**src/sv/adm_pkg.sv**
```systemverilog
// package for the automatic door motor controller
// holds state types, drive codes, mode codes and field widths; no dependencies
`default_nettype none

package adm_pkg;

    localparam int unsigned TimerW  = 16;
    localparam int unsigned SampleW = 8;
    localparam int unsigned CfgIdxW = 2;
    localparam int unsigned CfgDatW = 16;

    localparam logic [CfgIdxW-1:0] CFG_BLINK  = 2'd0;
    localparam logic [CfgIdxW-1:0] CFG_HOLD   = 2'd1;
    localparam logic [CfgIdxW-1:0] CFG_SAMPLE = 2'd2;

    localparam logic [1:0] DRV_STOP  = 2'd0;
    localparam logic [1:0] DRV_OPEN  = 2'd1;
    localparam logic [1:0] DRV_CLOSE = 2'd2;

    localparam logic [1:0] MODE_CODE_AUTO   = 2'd0;
    localparam logic [1:0] MODE_CODE_MANUAL = 2'd1;
    localparam logic [1:0] MODE_CODE_SEMI   = 2'd2;

    typedef enum logic [2:0] {
        MODE_AUTO   = 3'b001,
        MODE_MANUAL = 3'b010,
        MODE_SEMI   = 3'b100
    } t_mode;

    typedef enum logic [5:0] {
        PH_IDLE    = 6'b000001,
        PH_BLINK   = 6'b000010,
        PH_OPENING = 6'b000100,
        PH_HOLD    = 6'b001000,
        PH_CLOSING = 6'b010000,
        PH_REBLINK = 6'b100000
    } t_phase;

    typedef struct packed {
        logic [TimerW-1:0]  blink_ticks;
        logic [TimerW-1:0]  hold_ticks;
        logic [SampleW-1:0] mode_sample_ticks;
    } t_cfg;

    typedef struct packed {
        logic motion_seen;
        logic open_button_n;
        logic mode_button_n;
        logic close_button_n;
        logic open_limit_n;
        logic close_limit_n;
    } t_pins;

    typedef struct packed {
        logic [1:0] motor_drive;
        logic       green_lamp;
        logic       red_lamp;
        logic [1:0] mode_now;
    } t_result;

    function automatic logic [1:0] mode_code(input t_mode m);
        logic [1:0] c;
        unique case (m)
            MODE_MANUAL: c = MODE_CODE_MANUAL;
            MODE_SEMI:   c = MODE_CODE_SEMI;
            default:     c = MODE_CODE_AUTO;
        endcase
        return c;
    endfunction

endpackage

`default_nettype wire

```
**src/sv/adm_cfg_regs.sv**
```systemverilog
// configuration registers of the door controller
// depends on adm_pkg
`default_nettype none

module adm_cfg_regs
    import adm_pkg::*;
(
    input  wire logic               i_clk,
    input  wire logic               i_rst_n,
    input  wire logic               i_cfg_valid,
    input  wire logic [CfgIdxW-1:0] i_cfg_index,
    input  wire logic [CfgDatW-1:0] i_cfg_data,
    output t_cfg                    o_cfg
);

    t_cfg r_cfg;

    always_ff @(posedge i_clk) begin
        if (!i_rst_n) begin
            r_cfg.blink_ticks       <= TimerW'(200);
            r_cfg.hold_ticks        <= TimerW'(2000);
            r_cfg.mode_sample_ticks <= SampleW'(20);
        end else if (i_cfg_valid) begin
            unique case (i_cfg_index)
                CFG_BLINK:  r_cfg.blink_ticks       <= i_cfg_data[TimerW-1:0];
                CFG_HOLD:   r_cfg.hold_ticks        <= i_cfg_data[TimerW-1:0];
                CFG_SAMPLE: r_cfg.mode_sample_ticks <= i_cfg_data[SampleW-1:0];
                default: begin
                end
            endcase
        end
    end

    assign o_cfg = r_cfg;

endmodule

`default_nettype wire

```
**src/sv/adm_core.sv**
```systemverilog
// door controller state and per-tick update logic
// depends on adm_pkg; state advances once per tick when i_step is high
`default_nettype none

module adm_core
    import adm_pkg::*;
(
    input  wire logic  i_clk,
    input  wire logic  i_rst_n,
    input  wire logic  i_step,
    input  wire t_cfg  i_cfg,
    input  wire t_pins i_pins,
    output t_result    o_result
);

    t_mode              r_mode, n_mode;
    logic               r_prev, n_prev;
    logic [SampleW-1:0] r_cnt, n_cnt;
    logic               r_open_l, n_open_l;
    logic               r_close_l, n_close_l;
    t_phase             r_phase, n_phase;
    logic [TimerW-1:0]  r_timer, n_timer;
    logic [1:0]         r_drv, n_drv;
    logic               r_green, n_green;
    logic               r_red, n_red;

    logic               frozen;
    logic               changed;
    logic [SampleW-1:0] period;
    logic [SampleW-1:0] cnt_inc;
    logic [TimerW-1:0]  timer_inc;
    logic               lim;

    always_comb begin
        n_mode    = r_mode;
        n_prev    = r_prev;
        n_cnt     = r_cnt;
        n_open_l  = r_open_l;
        n_close_l = r_close_l;
        n_phase   = r_phase;
        n_timer   = r_timer;
        n_drv     = r_drv;
        n_green   = r_green;
        n_red     = r_red;
        changed   = 1'b0;
        lim       = 1'b0;
        timer_inc = r_timer + TimerW'(1);
        cnt_inc   = r_cnt + SampleW'(1);
        period    = (i_cfg.mode_sample_ticks == '0) ? SampleW'(1) : i_cfg.mode_sample_ticks;
        frozen    = (r_mode == MODE_AUTO) &&
                    (r_phase == PH_BLINK || r_phase == PH_REBLINK || r_phase == PH_HOLD);

        // mode button sample
        if (!frozen) begin
            n_cnt = cnt_inc;
            if (cnt_inc >= period) begin
                n_cnt = '0;
                if (!i_pins.mode_button_n && r_prev) begin
                    unique case (r_mode)
                        MODE_MANUAL: n_mode = MODE_SEMI;
                        MODE_SEMI:   n_mode = MODE_AUTO;
                        default:     n_mode = MODE_MANUAL;
                    endcase
                    n_open_l  = 1'b0;
                    n_close_l = 1'b0;
                    n_phase   = PH_IDLE;
                    n_timer   = '0;
                    n_drv     = DRV_STOP;
                    n_green   = 1'b0;
                    n_red     = 1'b0;
                    changed   = 1'b1;
                end
                n_prev = i_pins.mode_button_n;
            end
        end

        if (!changed) begin
            unique case (r_mode)
                MODE_MANUAL: begin
                    if (!i_pins.open_button_n || !i_pins.close_button_n) begin
                        lim = !i_pins.open_button_n ? i_pins.open_limit_n
                                                    : i_pins.close_limit_n;
                        if (!lim) begin
                            n_drv = DRV_STOP;
                            n_red = 1'b0;
                        end else begin
                            n_drv   = !i_pins.open_button_n ? DRV_OPEN : DRV_CLOSE;
                            n_green = 1'b0;
                            n_red   = 1'b1;
                        end
                    end else begin
                        n_drv   = DRV_STOP;
                        n_green = 1'b0;
                        n_red   = 1'b0;
                    end
                end
                MODE_SEMI: begin
                    if (!i_pins.open_button_n && !n_open_l && i_pins.open_limit_n) begin
                        n_open_l  = 1'b1;
                        n_close_l = 1'b0;
                        n_drv     = DRV_OPEN;
                        n_red     = 1'b1;
                    end
                    if (!i_pins.close_button_n && !n_close_l && i_pins.close_limit_n) begin
                        n_close_l = 1'b1;
                        n_open_l  = 1'b0;
                        n_drv     = DRV_CLOSE;
                        n_red     = 1'b1;
                    end
                    if (n_open_l && !i_pins.open_limit_n) begin
                        n_open_l = 1'b0;
                        n_drv    = DRV_STOP;
                        n_red    = 1'b0;
                    end
                    if (n_close_l && !i_pins.close_limit_n) begin
                        n_close_l = 1'b0;
                        n_drv     = DRV_STOP;
                        n_red     = 1'b0;
                    end
                    if (!n_open_l && !n_close_l) begin
                        n_green = 1'b0;
                        n_red   = 1'b0;
                    end
                end
                default: begin
                    unique case (r_phase)
                        PH_IDLE: begin
                            if (i_pins.motion_seen) begin
                                n_green = 1'b1;
                                n_phase = PH_BLINK;
                                n_timer = '0;
                            end
                        end
                        PH_BLINK: begin
                            n_timer = timer_inc;
                            if (timer_inc >= i_cfg.blink_ticks) begin
                                n_green = 1'b0;
                                n_red   = 1'b1;
                                n_timer = '0;
                                if (i_pins.open_limit_n) begin
                                    n_drv   = DRV_OPEN;
                                    n_phase = PH_OPENING;
                                end else begin
                                    n_phase = PH_HOLD;
                                end
                            end
                        end
                        PH_REBLINK: begin
                            n_timer = timer_inc;
                            if (timer_inc >= i_cfg.blink_ticks) begin
                                n_green = 1'b0;
                                n_timer = '0;
                                if (i_pins.open_limit_n) begin
                                    n_drv   = DRV_OPEN;
                                    n_phase = PH_OPENING;
                                end else begin
                                    n_drv   = DRV_STOP;
                                    n_red   = 1'b0;
                                    n_phase = PH_HOLD;
                                end
                            end
                        end
                        PH_OPENING: begin
                            if (!i_pins.open_limit_n) begin
                                n_drv   = DRV_STOP;
                                n_red   = 1'b0;
                                n_green = 1'b0;
                                n_phase = PH_HOLD;
                                n_timer = '0;
                            end
                        end
                        PH_HOLD: begin
                            n_timer = timer_inc;
                            if (timer_inc >= i_cfg.hold_ticks) begin
                                n_timer = '0;
                                if (i_pins.close_limit_n) begin
                                    n_red   = 1'b1;
                                    n_drv   = DRV_CLOSE;
                                    n_phase = PH_CLOSING;
                                end else begin
                                    n_green = 1'b0;
                                    n_phase = PH_IDLE;
                                end
                            end
                        end
                        PH_CLOSING: begin
                            if (!i_pins.close_limit_n) begin
                                n_drv   = DRV_STOP;
                                n_red   = 1'b0;
                                n_green = 1'b0;
                                n_phase = PH_IDLE;
                                n_timer = '0;
                            end else if (i_pins.motion_seen) begin
                                n_timer = '0;
                                if (i_pins.open_limit_n) begin
                                    n_green = 1'b1;
                                    n_phase = PH_REBLINK;
                                end else begin
                                    n_phase = PH_HOLD;
                                end
                            end
                        end
                        default: begin
                            n_phase = PH_IDLE;
                            n_timer = '0;
                        end
                    endcase
                end
            endcase
        end
    end

    always_ff @(posedge i_clk) begin
        if (!i_rst_n) begin
            r_mode    <= MODE_AUTO;
            r_prev    <= 1'b1;
            r_cnt     <= '0;
            r_open_l  <= 1'b0;
            r_close_l <= 1'b0;
            r_phase   <= PH_IDLE;
            r_timer   <= '0;
            r_drv     <= DRV_STOP;
            r_green   <= 1'b0;
            r_red     <= 1'b0;
        end else if (i_step) begin
            r_mode    <= n_mode;
            r_prev    <= n_prev;
            r_cnt     <= n_cnt;
            r_open_l  <= n_open_l;
            r_close_l <= n_close_l;
            r_phase   <= n_phase;
            r_timer   <= n_timer;
            r_drv     <= n_drv;
            r_green   <= n_green;
            r_red     <= n_red;
        end
    end

    assign o_result.motor_drive = n_drv;
    assign o_result.green_lamp  = n_green;
    assign o_result.red_lamp    = n_red;
    assign o_result.mode_now    = mode_code(n_mode);

endmodule

`default_nettype wire

```
**src/sv/automatic_door_motor_controller.sv**
```systemverilog
// top level of the automatic door motor controller
// depends on adm_pkg, adm_cfg_regs and adm_core
//
// usage:
//   s_axis carries one millisecond tick per transaction; tdata bits from 0 up:
//   motion_seen, open_button_n, mode_button_n, close_button_n, open_limit_n,
//   close_limit_n, two unused bits
//   m_axis returns one result per tick; tdata bits from 0 up: motor_drive[1:0],
//   green_lamp, red_lamp, mode_now[1:0], two zero bits
//   the cfg channel writes blink_ticks (index 0), hold_ticks (1) and
//   mode_sample_ticks (2); o_cfg_ready is always high, other indexes are dropped
//   and writes are meant only while no tick is in flight
// flow: a tick lands in the input register, then the state update writes the
//   result register and the core state together; one tick per cycle is
//   sustained while m_axis_tready stays high
// stall: while m_axis_tready is low the result holds, the input register
//   keeps one more tick, then s_axis_tready drops
// reset: both stages empty, auto mode, motor stopped, lamps off, registers at
//   200, 2000 and 20 ticks
`default_nettype none

module automatic_door_motor_controller
    import adm_pkg::*;
(
    input  wire logic               i_clk,
    input  wire logic               i_rst_n,
    input  wire logic               s_axis_tvalid,
    output logic                    s_axis_tready,
    input  wire logic [7:0]         s_axis_tdata,   // motion, open_btn_n, mode_btn_n,
                                                    // close_btn_n, open_lim_n, close_lim_n
    output logic                    m_axis_tvalid,
    input  wire logic               m_axis_tready,
    output logic [7:0]              m_axis_tdata,   // motor_drive[1:0], green, red, mode_now[1:0]
    input  wire logic               i_cfg_valid,
    output logic                    o_cfg_ready,
    input  wire logic [CfgIdxW-1:0] i_cfg_index,
    input  wire logic [CfgDatW-1:0] i_cfg_data
);

    t_cfg    cfg;
    t_pins   pins;
    t_result result;

    logic    r_in_valid;
    logic    [5:0] r_in_data;
    logic    r_out_valid;
    t_result r_out;
    logic    step;

    assign o_cfg_ready   = 1'b1;
    assign step          = r_in_valid && (!r_out_valid || m_axis_tready);
    assign s_axis_tready = !r_in_valid || step;

    adm_cfg_regs u_cfg (
        .i_clk       (i_clk),
        .i_rst_n     (i_rst_n),
        .i_cfg_valid (i_cfg_valid),
        .i_cfg_index (i_cfg_index),
        .i_cfg_data  (i_cfg_data),
        .o_cfg       (cfg)
    );

    assign pins.motion_seen    = r_in_data[0];
    assign pins.open_button_n  = r_in_data[1];
    assign pins.mode_button_n  = r_in_data[2];
    assign pins.close_button_n = r_in_data[3];
    assign pins.open_limit_n   = r_in_data[4];
    assign pins.close_limit_n  = r_in_data[5];

    adm_core u_core (
        .i_clk    (i_clk),
        .i_rst_n  (i_rst_n),
        .i_step   (step),
        .i_cfg    (cfg),
        .i_pins   (pins),
        .o_result (result)
    );

    always_ff @(posedge i_clk) begin
        if (!i_rst_n) begin
            r_in_valid  <= 1'b0;
            r_out_valid <= 1'b0;
        end else begin
            if (s_axis_tready) begin
                r_in_valid <= s_axis_tvalid;
            end
            if (step) begin
                r_out_valid <= 1'b1;
            end else if (m_axis_tready) begin
                r_out_valid <= 1'b0;
            end
        end
    end

    always_ff @(posedge i_clk) begin
        if (s_axis_tready && s_axis_tvalid) begin
            r_in_data <= s_axis_tdata[5:0];
        end
        if (step) begin
            r_out <= result;
        end
    end

    assign m_axis_tvalid = r_out_valid;
    assign m_axis_tdata  = {2'b00, r_out.mode_now, r_out.red_lamp, r_out.green_lamp,
                            r_out.motor_drive};

endmodule

`default_nettype wire

```
**config.mk**
```make
export PLATFORM = sky130hd
export DESIGN_NAME = automatic_door_motor_controller
export DESIGN_NICKNAME = d
export VERILOG_FILES = /design/src/sv/adm_pkg.sv /design/src/sv/adm_cfg_regs.sv /design/src/sv/adm_core.sv /design/src/sv/automatic_door_motor_controller.sv
export SDC_FILE = /design/constraint.sdc
export NUM_CORES = 1
export LEC_CHECK = 0
export BUFFER_PORTS_ARGS = -buffer_cell sky130_fd_sc_hd__buf_4
export CAP_MARGIN = 40
export CORE_ASPECT_RATIO = 0.6
export CORE_MARGIN = 4
export CORE_UTILIZATION = 55
export DETAILED_ROUTE_END_ITERATION = 10
export HOLD_SLACK_MARGIN = 0.02
export PLACE_DENSITY = 0.78
export REMOVE_ABC_BUFFERS = 1
export SETUP_SLACK_MARGIN = 0.1
export SLEW_MARGIN = 20
export SYNTH_ARGS = -nofsm -noshare
export SYNTH_HDL_FRONTEND = slang
export SYNTH_HIERARCHICAL = 1
export SYNTH_SLANG_ARGS = --single-unit
```
**constraint.sdc**
```tcl
create_clock -name i_clk -period 3.9 [get_ports i_clk]
set_clock_uncertainty 0.2 [all_clocks]
set_input_delay 0 -clock i_clk [delete_from_list [all_inputs] [get_ports i_clk]]
set_output_delay 0 -clock i_clk [all_outputs]
set_load 0.01 [all_outputs]
```
Word level (Yosys, flattened, before mapping)
Index checks and enable logic that the tools add are counted.

Register bits: 94. Input port bits: 31. Output and inout bits: 11.

Add/subtract/negate cells: 2. $lt $le $gt $ge: 3. Equal/unequal tests: 13. Mux-type cells: 122. Bitwise gates (word level): 1. Reduce and logical (&&, ||, !) cells: 37.

Operator list (number): two-way mux 16 bit (10); case mux 16 bit (5 select lines) (1); two-way mux 6 bit (12); two-way mux 1 bit (65); two-way mux 2 bit (18); >= comparator 16 bit (2); case mux 6 bit (5 select lines) (1); adder 16 x 1 -> 16 bit (second input constant) (1); two-way mux 8 bit (2); logical AND 1 bit (11); logical NOT 1 bit (11); case mux 1 bit (5 select lines) (2); case mux 2 bit (5 select lines) (1); two-way mux 3 bit (3); adder 8 x 1 -> 8 bit (second input constant) (1); >= comparator 8 bit (1); logical NOT 8 bit (1); case mux 2 bit (2 select lines) (2); AND reduction 2 bit (4); equality test 3 x 2 -> 1 bit (second input constant) (2); equality test 3 bit (second input constant) (2); equality test 6 x 1 -> 1 bit (second input constant) (1); equality test 6 x 2 -> 1 bit (second input constant) (1); equality test 6 x 3 -> 1 bit (second input constant) (1); 16 further kinds (22).

Logic depth before layout (Yosys ltp)
Gate-level depths: netlist (run 1).

Depth after elaboration: 26. Gate-level depth with buffers: 16. Gate-level depth less buffers: 15.

Modules after synthesis
Netlist (run 1), hierarchy kept.

By module, submodules not included: adm_core (instances 1, cells each 536, area each 3920.0 µm², sequential area each 800.8 µm²); adm_cfg_regs (instances 1, cells each 163, area each 1634.1 µm², sequential area each 800.8 µm²); automatic_door_motor_controller (instances 1, cells each 26, area each 494.2 µm², sequential area each 400.4 µm²).

Least setup slack after synthesis (run 1)
OpenSTA, ideal clock, no wires.

Kind: register to register. Start point: register u_core.r_timer[2]. End point: register u_core.r_timer[2]. Library setup time: 0.116 ns. Arrival: 3.480 ns. Data required time: 3.584 ns. Slack: 0.104 ns. Stages on the path, launching flop included: 15. Buffers on the path: 0. Clock period less this slack: 3.796 ns. Cell sequence: dfxtp_1 > nand3_1 > or2_2 > nor2_1 > and3_1 > nand3_1 > xnor2_1 > ha_1 > and4_1 > o21ai_0 > a22oi_1 > nor2_1 > o21ai_1 > a211oi_1 > a31o_2.

Word-level cells in the longest chain between the ends: 8.

Ends and longest elaborated chain: start: declaration (line adm_core.sv:22) `logic [TimerW-1:0] r_timer, n_timer;`; start signal: assignment (line adm_core.sv:232) `r_timer <= n_timer;`; branches (longest 7 deep; another with adder 16 x 1 -> 16 bit); two-way mux 16 bit * (line adm_core.sv:77) `if (!changed) begin`.

Every way passes the cells marked *. A chain may end at the register's enable or synchronous reset.

Worst setup path in the final report (run 1)
Start point: register u_core.r_timer[1]. End point: register u_core.r_timer[12].

Word-level cells in the longest chain between the ends: 6.

Ends and longest elaborated chain: adder 16 x 1 -> 16 bit * (line adm_core.sv:47) `timer_inc = r_timer + TimerW'(1);`; >= comparator 16 bit (on tied branches) (line adm_core.sv:174, adm_core.sv:136, adm_core.sv:150); two-way mux 16 bit (on tied branches) (line adm_core.sv:174, adm_core.sv:136, adm_core.sv:150); case mux 16 bit (5 select lines) * (line adm_core.sv:126) `unique case (r_phase)`; two-way mux 16 bit * (line adm_core.sv:78) `unique case (r_mode)`; two-way mux 16 bit * (line adm_core.sv:77).

Mark *: on every way between the ends. The rest lies on a longest branch, timed or not.

==> run summary, run 1 <==
status -> completed
Clk Latency, worst-skew pair -> 0.35 ns
Max transition margin -> 43.1%
CP Max Fanout -> 5
RSZ-0062 raised after global routing -> yes
WHS Path Cells -> 2
Leak -> 3.25 nW
final non-filler cell total -> 963
DR top layer -> met4
reg2reg end -> u_core/r_timer[12]
cell row count -> 29
WL met3 -> 1530 µm
MaxCap Viol Count -> 0
Slew Viols, Final -> 0
via/cell ratio -> 6.13
Design Area, Final -> 0.00751 mm²
final core occ -> 70.4%
global-route wire length before repair -> 28100 µm
Arr. time, crit path -> 3.88 ns
pwr dens -> 307 mW/mm²
# port buffers -> 36
CTS tree -> yes
area taken by multi-input logic gates -> 0.00380 mm²
Seq/Total Area, Yosys -> 33.1%
post-route met1 wirelength -> 7800 µm
CP required -> 3.98 ns
Crit Path Category -> register to register
Avg WL per Cell -> 18.2 µm
Post-DP HPWL -> 12300 µm
crit path launch type -> register
Initial Util -> 56.7%
syn avg cell area -> 8.34 µm²
Die H -> 89.2 µm
GRT overflow -> 0
number of setup violations in the final report -> 0
clk buf depth -> 2
Starting DRT DRC Count -> 642
die area -> 0.0128 mm²
routed length on met2 -> 7900 µm
Reg area -> 0.00201 mm²
nets -> 892
Residual DRC -> 0
endpoints failing hold -> 0
Synth Warn # -> 6
Netlist Area Pre-Place -> 0.00605 mm²
I/O Pins -> 42
fin crit share -> 97.5%
GRT Util Overall -> 27.5%
vias in the first global route -> 5710
routability congestion estimate -> 0.985
Cells after Synth -> 725
Clock Tree Root -> clkbuf_16
R2R setup slack -> 0.1 ns
ys async rst share -> 0%
largest net degree at the start of global routing -> 46
Worst setup EP type -> register
Tmin final -> 3.80 ns
TNS Setup -> 0 ns
final antenna-violating net count -> 0
actual slew at the worst max-slew pin -> 0.852 ns
reg2reg path depth -> 17
CTS Sinks -> 94
wirelength, routed -> 17500 µm
layout cells sized above 1 -> 19.5%
type of the worst min-delay path -> input port to register
DIE WIDTH -> 143 µm
hold endpoint -> r_in_data[2]
Yosys cell types -> 77
P&R area growth vs syn -> 24.1%
Fmax -> 263 MHz
total core area -> 0.0107 mm²
VDD IR max -> 209 µV
Area after DPL -> 0.00659 mm²
via count -> 5907
hold_sp -> s_axis_tdata[2]
Placed Cells -> 907
htree depth -> 3
Primary FF master, synth -> dfxtp_1
detailed-router iteration count before antenna repair -> 8
CTS buffer count -> 9
worst r2r src -> u_core/r_timer[1]
synthesis-stage register bit count -> 94
clock slew at reported path FFs -> 0.07 ns
initial antenna violation count -> 0
EDFF count, synth -> 12
n_diodes -> 0
fill count -> 830
metrics by stage:
| stage | power (mW) | hold WS [ns] | worst slack, ns |
|---|---|---|---|
| 2_1_floorplan | 1.16 | -0.138 | 0.101 |
| 3_3_place_gp | 1.25 | -0.0217 | 0.0986 |
| 3_5_place_dp | 1.26 | -0.0199 | -0.0224 |
| 4_1_cts | 2.30 | 0.164 | 0.0897 |
| 5_1_grt | 2.38 | 0.182 | -0.0199 |
| 6_report | 2.30 | 0.178 | 0.0983 |
synthesized netlist by cell type, types with 13 or more instances:
cell type	number	area (µm²)
nand2_1	95	357
dfxtp_1	82	1640
inv_1	55	206
a21oi_1	52	260
nor2_1	50	188
ha_1	42	526
mux2i_1	36	360
nand3_1	32	160
o21ai_0	22	110
xnor2_1	17	149
clkbuf_1	15	56.3
and3_1	13	81.3
nor2b_1	13	81.3
metal layers:
metal  vias up  global-route usage (%)
met1      2789                    37.7
li1       2772                       -
met4         0                    7.26
met2       304                    44.7
met5         -                       0
met3        42                    5.93
report_power, final:
group | leakage (nW) | switching, mW | total (mW) | internal [mW]
Combinational | 2.29 | 0.136 | 0.244 | 0.108
Sequential | 0.785 | 0.0233 | 1.03 | 1.01
Clock | 0.168 | 0.396 | 1.03 | 0.632
sequential cells by signal, summed over array words and instances, names as in the netlist:
signal            count
m_axis_tdata          6
u_cfg/o_cfg          40
u_core/r_phase        6
u_core/r_open_l       1
r_in_valid            1
u_core/r_prev         1
u_core/r_mode         3
u_core/r_green        1
u_core/r_drv          2
u_core/r_cnt          8
u_core/r_close_l      1
u_core/r_timer       16
r_in_data             6
u_core/r_red          1
m_axis_tvalid         1
cell usage in the layout, fill, tap and decap left out, types with 9 or more instances in the layout:
cell type       n
edfxtp_1       12
nor2b_1        13
and3_1          9
nand3_1        29
clkbuf_16       9
ha_1           42
o211ai_1       12
nor2_1         46
inv_1          55
dfxtp_1        76
a21oi_1        49
mux2i_1        36
o21ai_0        17
nand2b_1       11
buf_4          85
or3_1          10
xnor2_1        13
dlygate4sd3_1  31
nand2_1        95
critical path, cell delays in order (launching register included):
cell and delay, ns:
dfxtp_2 0.36, nand3_2 0.10, or2_4 0.27, nor2_2 0.11
buf_6 0.13, and3_4 0.22, nand3_2 0.11, xnor2_2 0.23
ha_1 0.31, nand2_1 0.10, nor2_1 0.06, a211oi_2 0.29
nand2_1 0.09, nor2_1 0.27, o211ai_1 0.18, buf_4 0.21
or3_1 0.35, a21oi_1 0.15
logic make-up (layout without fill, tap and decap cells):
| logic type | Yosys count | after routing | share of synthesized area [%] |
|---|---|---|---|
| AO/OA/AOI/OAI | 168 | 168 | 19.2 |
| XOR/XNOR | 23 | 23 | 3.33 |
| adder cells (fa/ha/maj) | 42 | 42 | 8.69 |
| buffers and inverters | 92 | 190 | 7.26 |
| flip-flops | 94 | 94 | 33.1 |
| multiplexers | 37 | 37 | 6.14 |
| other | 2 | 3 | 0.124 |
| AND/OR/NAND/NOR | 267 | 267 | 22.2 |
layout make-up:
cell class	instances	share of cell area, %
multi-input cells	540	50.6
flip-flops and latches	94	26.8
repair buffers	119	13.0
clock buffers	10	3.05
inverters	55	2.75
well taps	139	2.32
clock inverters	6	1.52
worst max-delay path by stage:
| stage | end | depth (start not counted) | from |
|---|---|---|---|
| after global placement | u_core/r_timer[5] | 16 | u_core/r_timer[0] |
| final | u_core/r_timer[12] | 17 | u_core/r_timer[1] |
| after detailed placement | u_core/r_timer[8] | 16 | u_core/r_timer[0] |
| after global routing | u_core/r_timer[12] | 17 | u_core/r_timer[1] |
| after CTS | u_core/r_phase[0] | 16 | u_core/r_timer[1] |
| after floorplan | u_core/r_timer[2] | 14 | u_core/r_timer[2] |
timing repair:
item / 4_1_cts / 5_1_grt
setup buffers: 4 / 4
pin swaps: 9 / 29
setup endpoints to repair: 23 / 31
endpoints found under the hold margin: 59 / 0
resized for setup: 14 / 36
hold buffers: 31 / 0
Note: power is estimated with default switching activity, not from simulation.
==> run 2, diff against run 1 <==
--- a/config.mk
+++ b/config.mk
@@ -9,10 +9,11 @@
 export CAP_MARGIN = 40
 export CORE_ASPECT_RATIO = 0.6
 export CORE_MARGIN = 4
-export CORE_UTILIZATION = 55
+export CORE_UTILIZATION = 60
+export CTS_BUF_LIST = sky130_fd_sc_hd__clkbuf_16
 export DETAILED_ROUTE_END_ITERATION = 10
 export HOLD_SLACK_MARGIN = 0.02
-export PLACE_DENSITY = 0.78
+export PLACE_DENSITY = 0.8
 export REMOVE_ABC_BUFFERS = 1
 export SETUP_SLACK_MARGIN = 0.1
 export SLEW_MARGIN = 20
==> constraint.sdc (replaced) <==
create_clock -name i_clk -period 3.8 [get_ports i_clk]
set_clock_uncertainty 0.2 [all_clocks]
set_input_delay 0 -clock i_clk [delete_from_list [all_inputs] [get_ports i_clk]]
set_output_delay 0 -clock i_clk [all_outputs]
set_load 0.01 [all_outputs]
==> run summary, run 2 (synthesis gave the netlist of run 1 again) <==
max reg flops -> 40 (unchanged)
Tmin final -> 3.69 ns (-0.116 ns)
crit path launch type -> register
via/cell ratio -> 6.32 (+3.0%)
status -> completed
Clk Latency, worst-skew pair -> 0.35 ns (about the same)
final core occ -> 78.1% (+7.7 points)
DIE WIDTH -> 138 µm (-4.0%)
GRT Util Overall -> 29.9% (+2.4 points)
Die H -> 85.8 µm (-3.9%)
vias in the first global route -> 5796 (+1.5%)
WHS Path Cells -> 2 (unchanged)
Post-DP HPWL -> 12300 µm (+0.59%)
WHS -> 0.166 ns (-0.0116 ns)
Area after DPL -> 0.00665 mm² (+0.89%)
fill count -> 668 (-20%)
routability congestion estimate -> 1.02 (+4.1%)
Placement Setup Slack -> -0.0388 ns (-0.0165 ns)
pwr dens -> 300 mW/mm² (-2.2%)
P&R area growth vs syn -> 27.1%
RSZ-0062 raised after global routing -> yes
Arr. time, crit path -> 3.72 ns (-0.16 ns)
die area -> 0.0118 mm² (-7.7%)
Crit Path Category -> register to register
Starting DRT DRC Count -> 671 (+4.5%)
CTS Sinks -> 94 (unchanged)
commonest non-fill, non-tap cells in the layout -> 95 x nand2_1, 89 x buf_4, 77 x dfxtp_1
cell row count -> 28 (-3.4%)
Placed Cells -> 911 (+0.44%)
via count -> 6099 (+3.3%)
commonest non-fill, non-tap cell in the layout -> nand2_1
endpoints failing hold -> 0 (unchanged)
Residual DRC -> 0 (unchanged)
number of setup violations in the final report -> 0 (unchanged)
Design Area, Final -> 0.00769 mm² (+2.4%)
Initial Util -> 61.4% (+4.7 points)
VDD IR max -> 248 µV (+18%)
TNS Setup -> 0 ns (unchanged)
GRT overflow -> 0 (unchanged)
clock slew at reported path FFs -> 0.07 ns (about the same)
actual slew at the worst max-slew pin -> 0.800 ns (-0.0524 ns)
Clock Tree Root -> clkbuf_16
total core area -> 0.00984 mm² (-7.7%)
reg2reg end -> u_core/r_timer[13]
CP Max Fanout -> 7 (+2)
layout cells sized above 1 -> 22.3% (+2.8 points)
Max transition margin -> 46.7% (+3.6 points)
final non-filler cell total -> 965 (+0.21%)
hold endpoint -> r_in_data[5]
wirelength, routed -> 18600 µm (+6.2%)
I/O Pins -> 42 (unchanged)
final antenna-violating net count -> 0 (unchanged)
Worst setup EP type -> register
largest net degree at the start of global routing -> 82 (+78%)
fin crit share -> 97.0% (-0.48 points)
detailed-router iteration count before antenna repair -> 6 (-2)
CTS tree -> yes
n_diodes -> 0 (unchanged)
hold_sp -> s_axis_tdata[5]
MaxCap Viol Count -> 0 (unchanged)
Fmax -> 271 MHz (+3.1%)
setup ws final -> 0.114 ns (+0.0157 ns)
global-route wire length before repair -> 28100 µm (about the same)
worst r2r src -> u_core/r_timer[1]
# port buffers -> 36 (unchanged)
CTS buffer count -> 9 (unchanged)
Leak -> 3.31 nW (+1.9%)
total power -> 2.31 mW (+0.17%)
nets -> 898 (+0.67%)
type of the worst min-delay path -> input port to register
htree depth -> 3 (unchanged)
clk buf depth -> 2 (unchanged)
Avg WL per Cell -> 19.2 µm (+6.0%)
initial antenna violation count -> 0 (unchanged)
reg2reg path depth -> 19 (+2)
R2R setup slack -> 0.11 ns (+0.02 ns)
CP required -> 3.83 ns (-0.15 ns)
Slew Viols, Final -> 0 (unchanged)
-- run 2: final cells by class --
type                       count  area (µm²)  share of cell area (%)
inverter                      55         206                    2.68
multi-input combinational    540        3950                    51.4
timing repair buffer         125        1030                    13.4
tap                          135         169                    2.20
sequential                    94        2010                    26.2
clock inverter                 7        93.8                    1.22
clock buffer                   9         225                    2.93
-- run 2: report_power, final --
part	internal [mW]	total, mW	switching (mW)
combinational	0.114	0.259	0.145
clock	0.580	0.992	0.412
sequential	1.03	1.05	0.0234
total	1.72	2.31	0.580
-- run 2: per-layer routing --
metal / GRT usage [%] / share of wire (%)
met1: 40.3 / 42
met2: 47.4 / 46
met3: 7.33 / 9.2
met4: 9.69 / 2.8
met5: 0 / 0
-- run 2: worst max path at each step --
stage	start	endpoint	slack [ns]
after floorplan	u_core/r_timer[2]	u_core/r_timer[2]	0.001
after global placement	u_core/r_timer[1]	m_axis_tdata[3]	0.11
after detailed placement	u_core/r_timer[0]	m_axis_tdata[3]	-0.04
final	u_core/r_timer[1]	u_core/r_timer[13]	0.11
after global routing	u_core/r_timer[1]	u_core/r_drv[0]	0.02
after CTS	u_core/r_timer[0]	u_core/r_drv[0]	0.11
-- run 2: repair_timing --
action                                  in CTS  in global routing
endpoints found under the hold margin       56                  0
pin swaps                                   14                 20
hold buffers                                32                  0
buffers inserted                             3                  2
endpoints found under the setup margin      25                 30
gates resized for setup                     21                 57
-- run 2: critical path: stages, from the launching register on --
cell	delay [ns]
dfxtp_4	0.37
nand3_2	0.09
or2_4	0.26
nor2_2	0.08
buf_4	0.14
and3_4	0.25
nand3_4	0.11
xnor2_4	0.16
ha_1	0.33
o21ai_2	0.08
nor2_2	0.14
buf_4	0.14
nor2_2	0.05
a22oi_2	0.22
nor2_1	0.09
buf_4	0.17
o21ai_2	0.21
buf_6	0.15
nor2_1	0.04
o311a_1	0.27
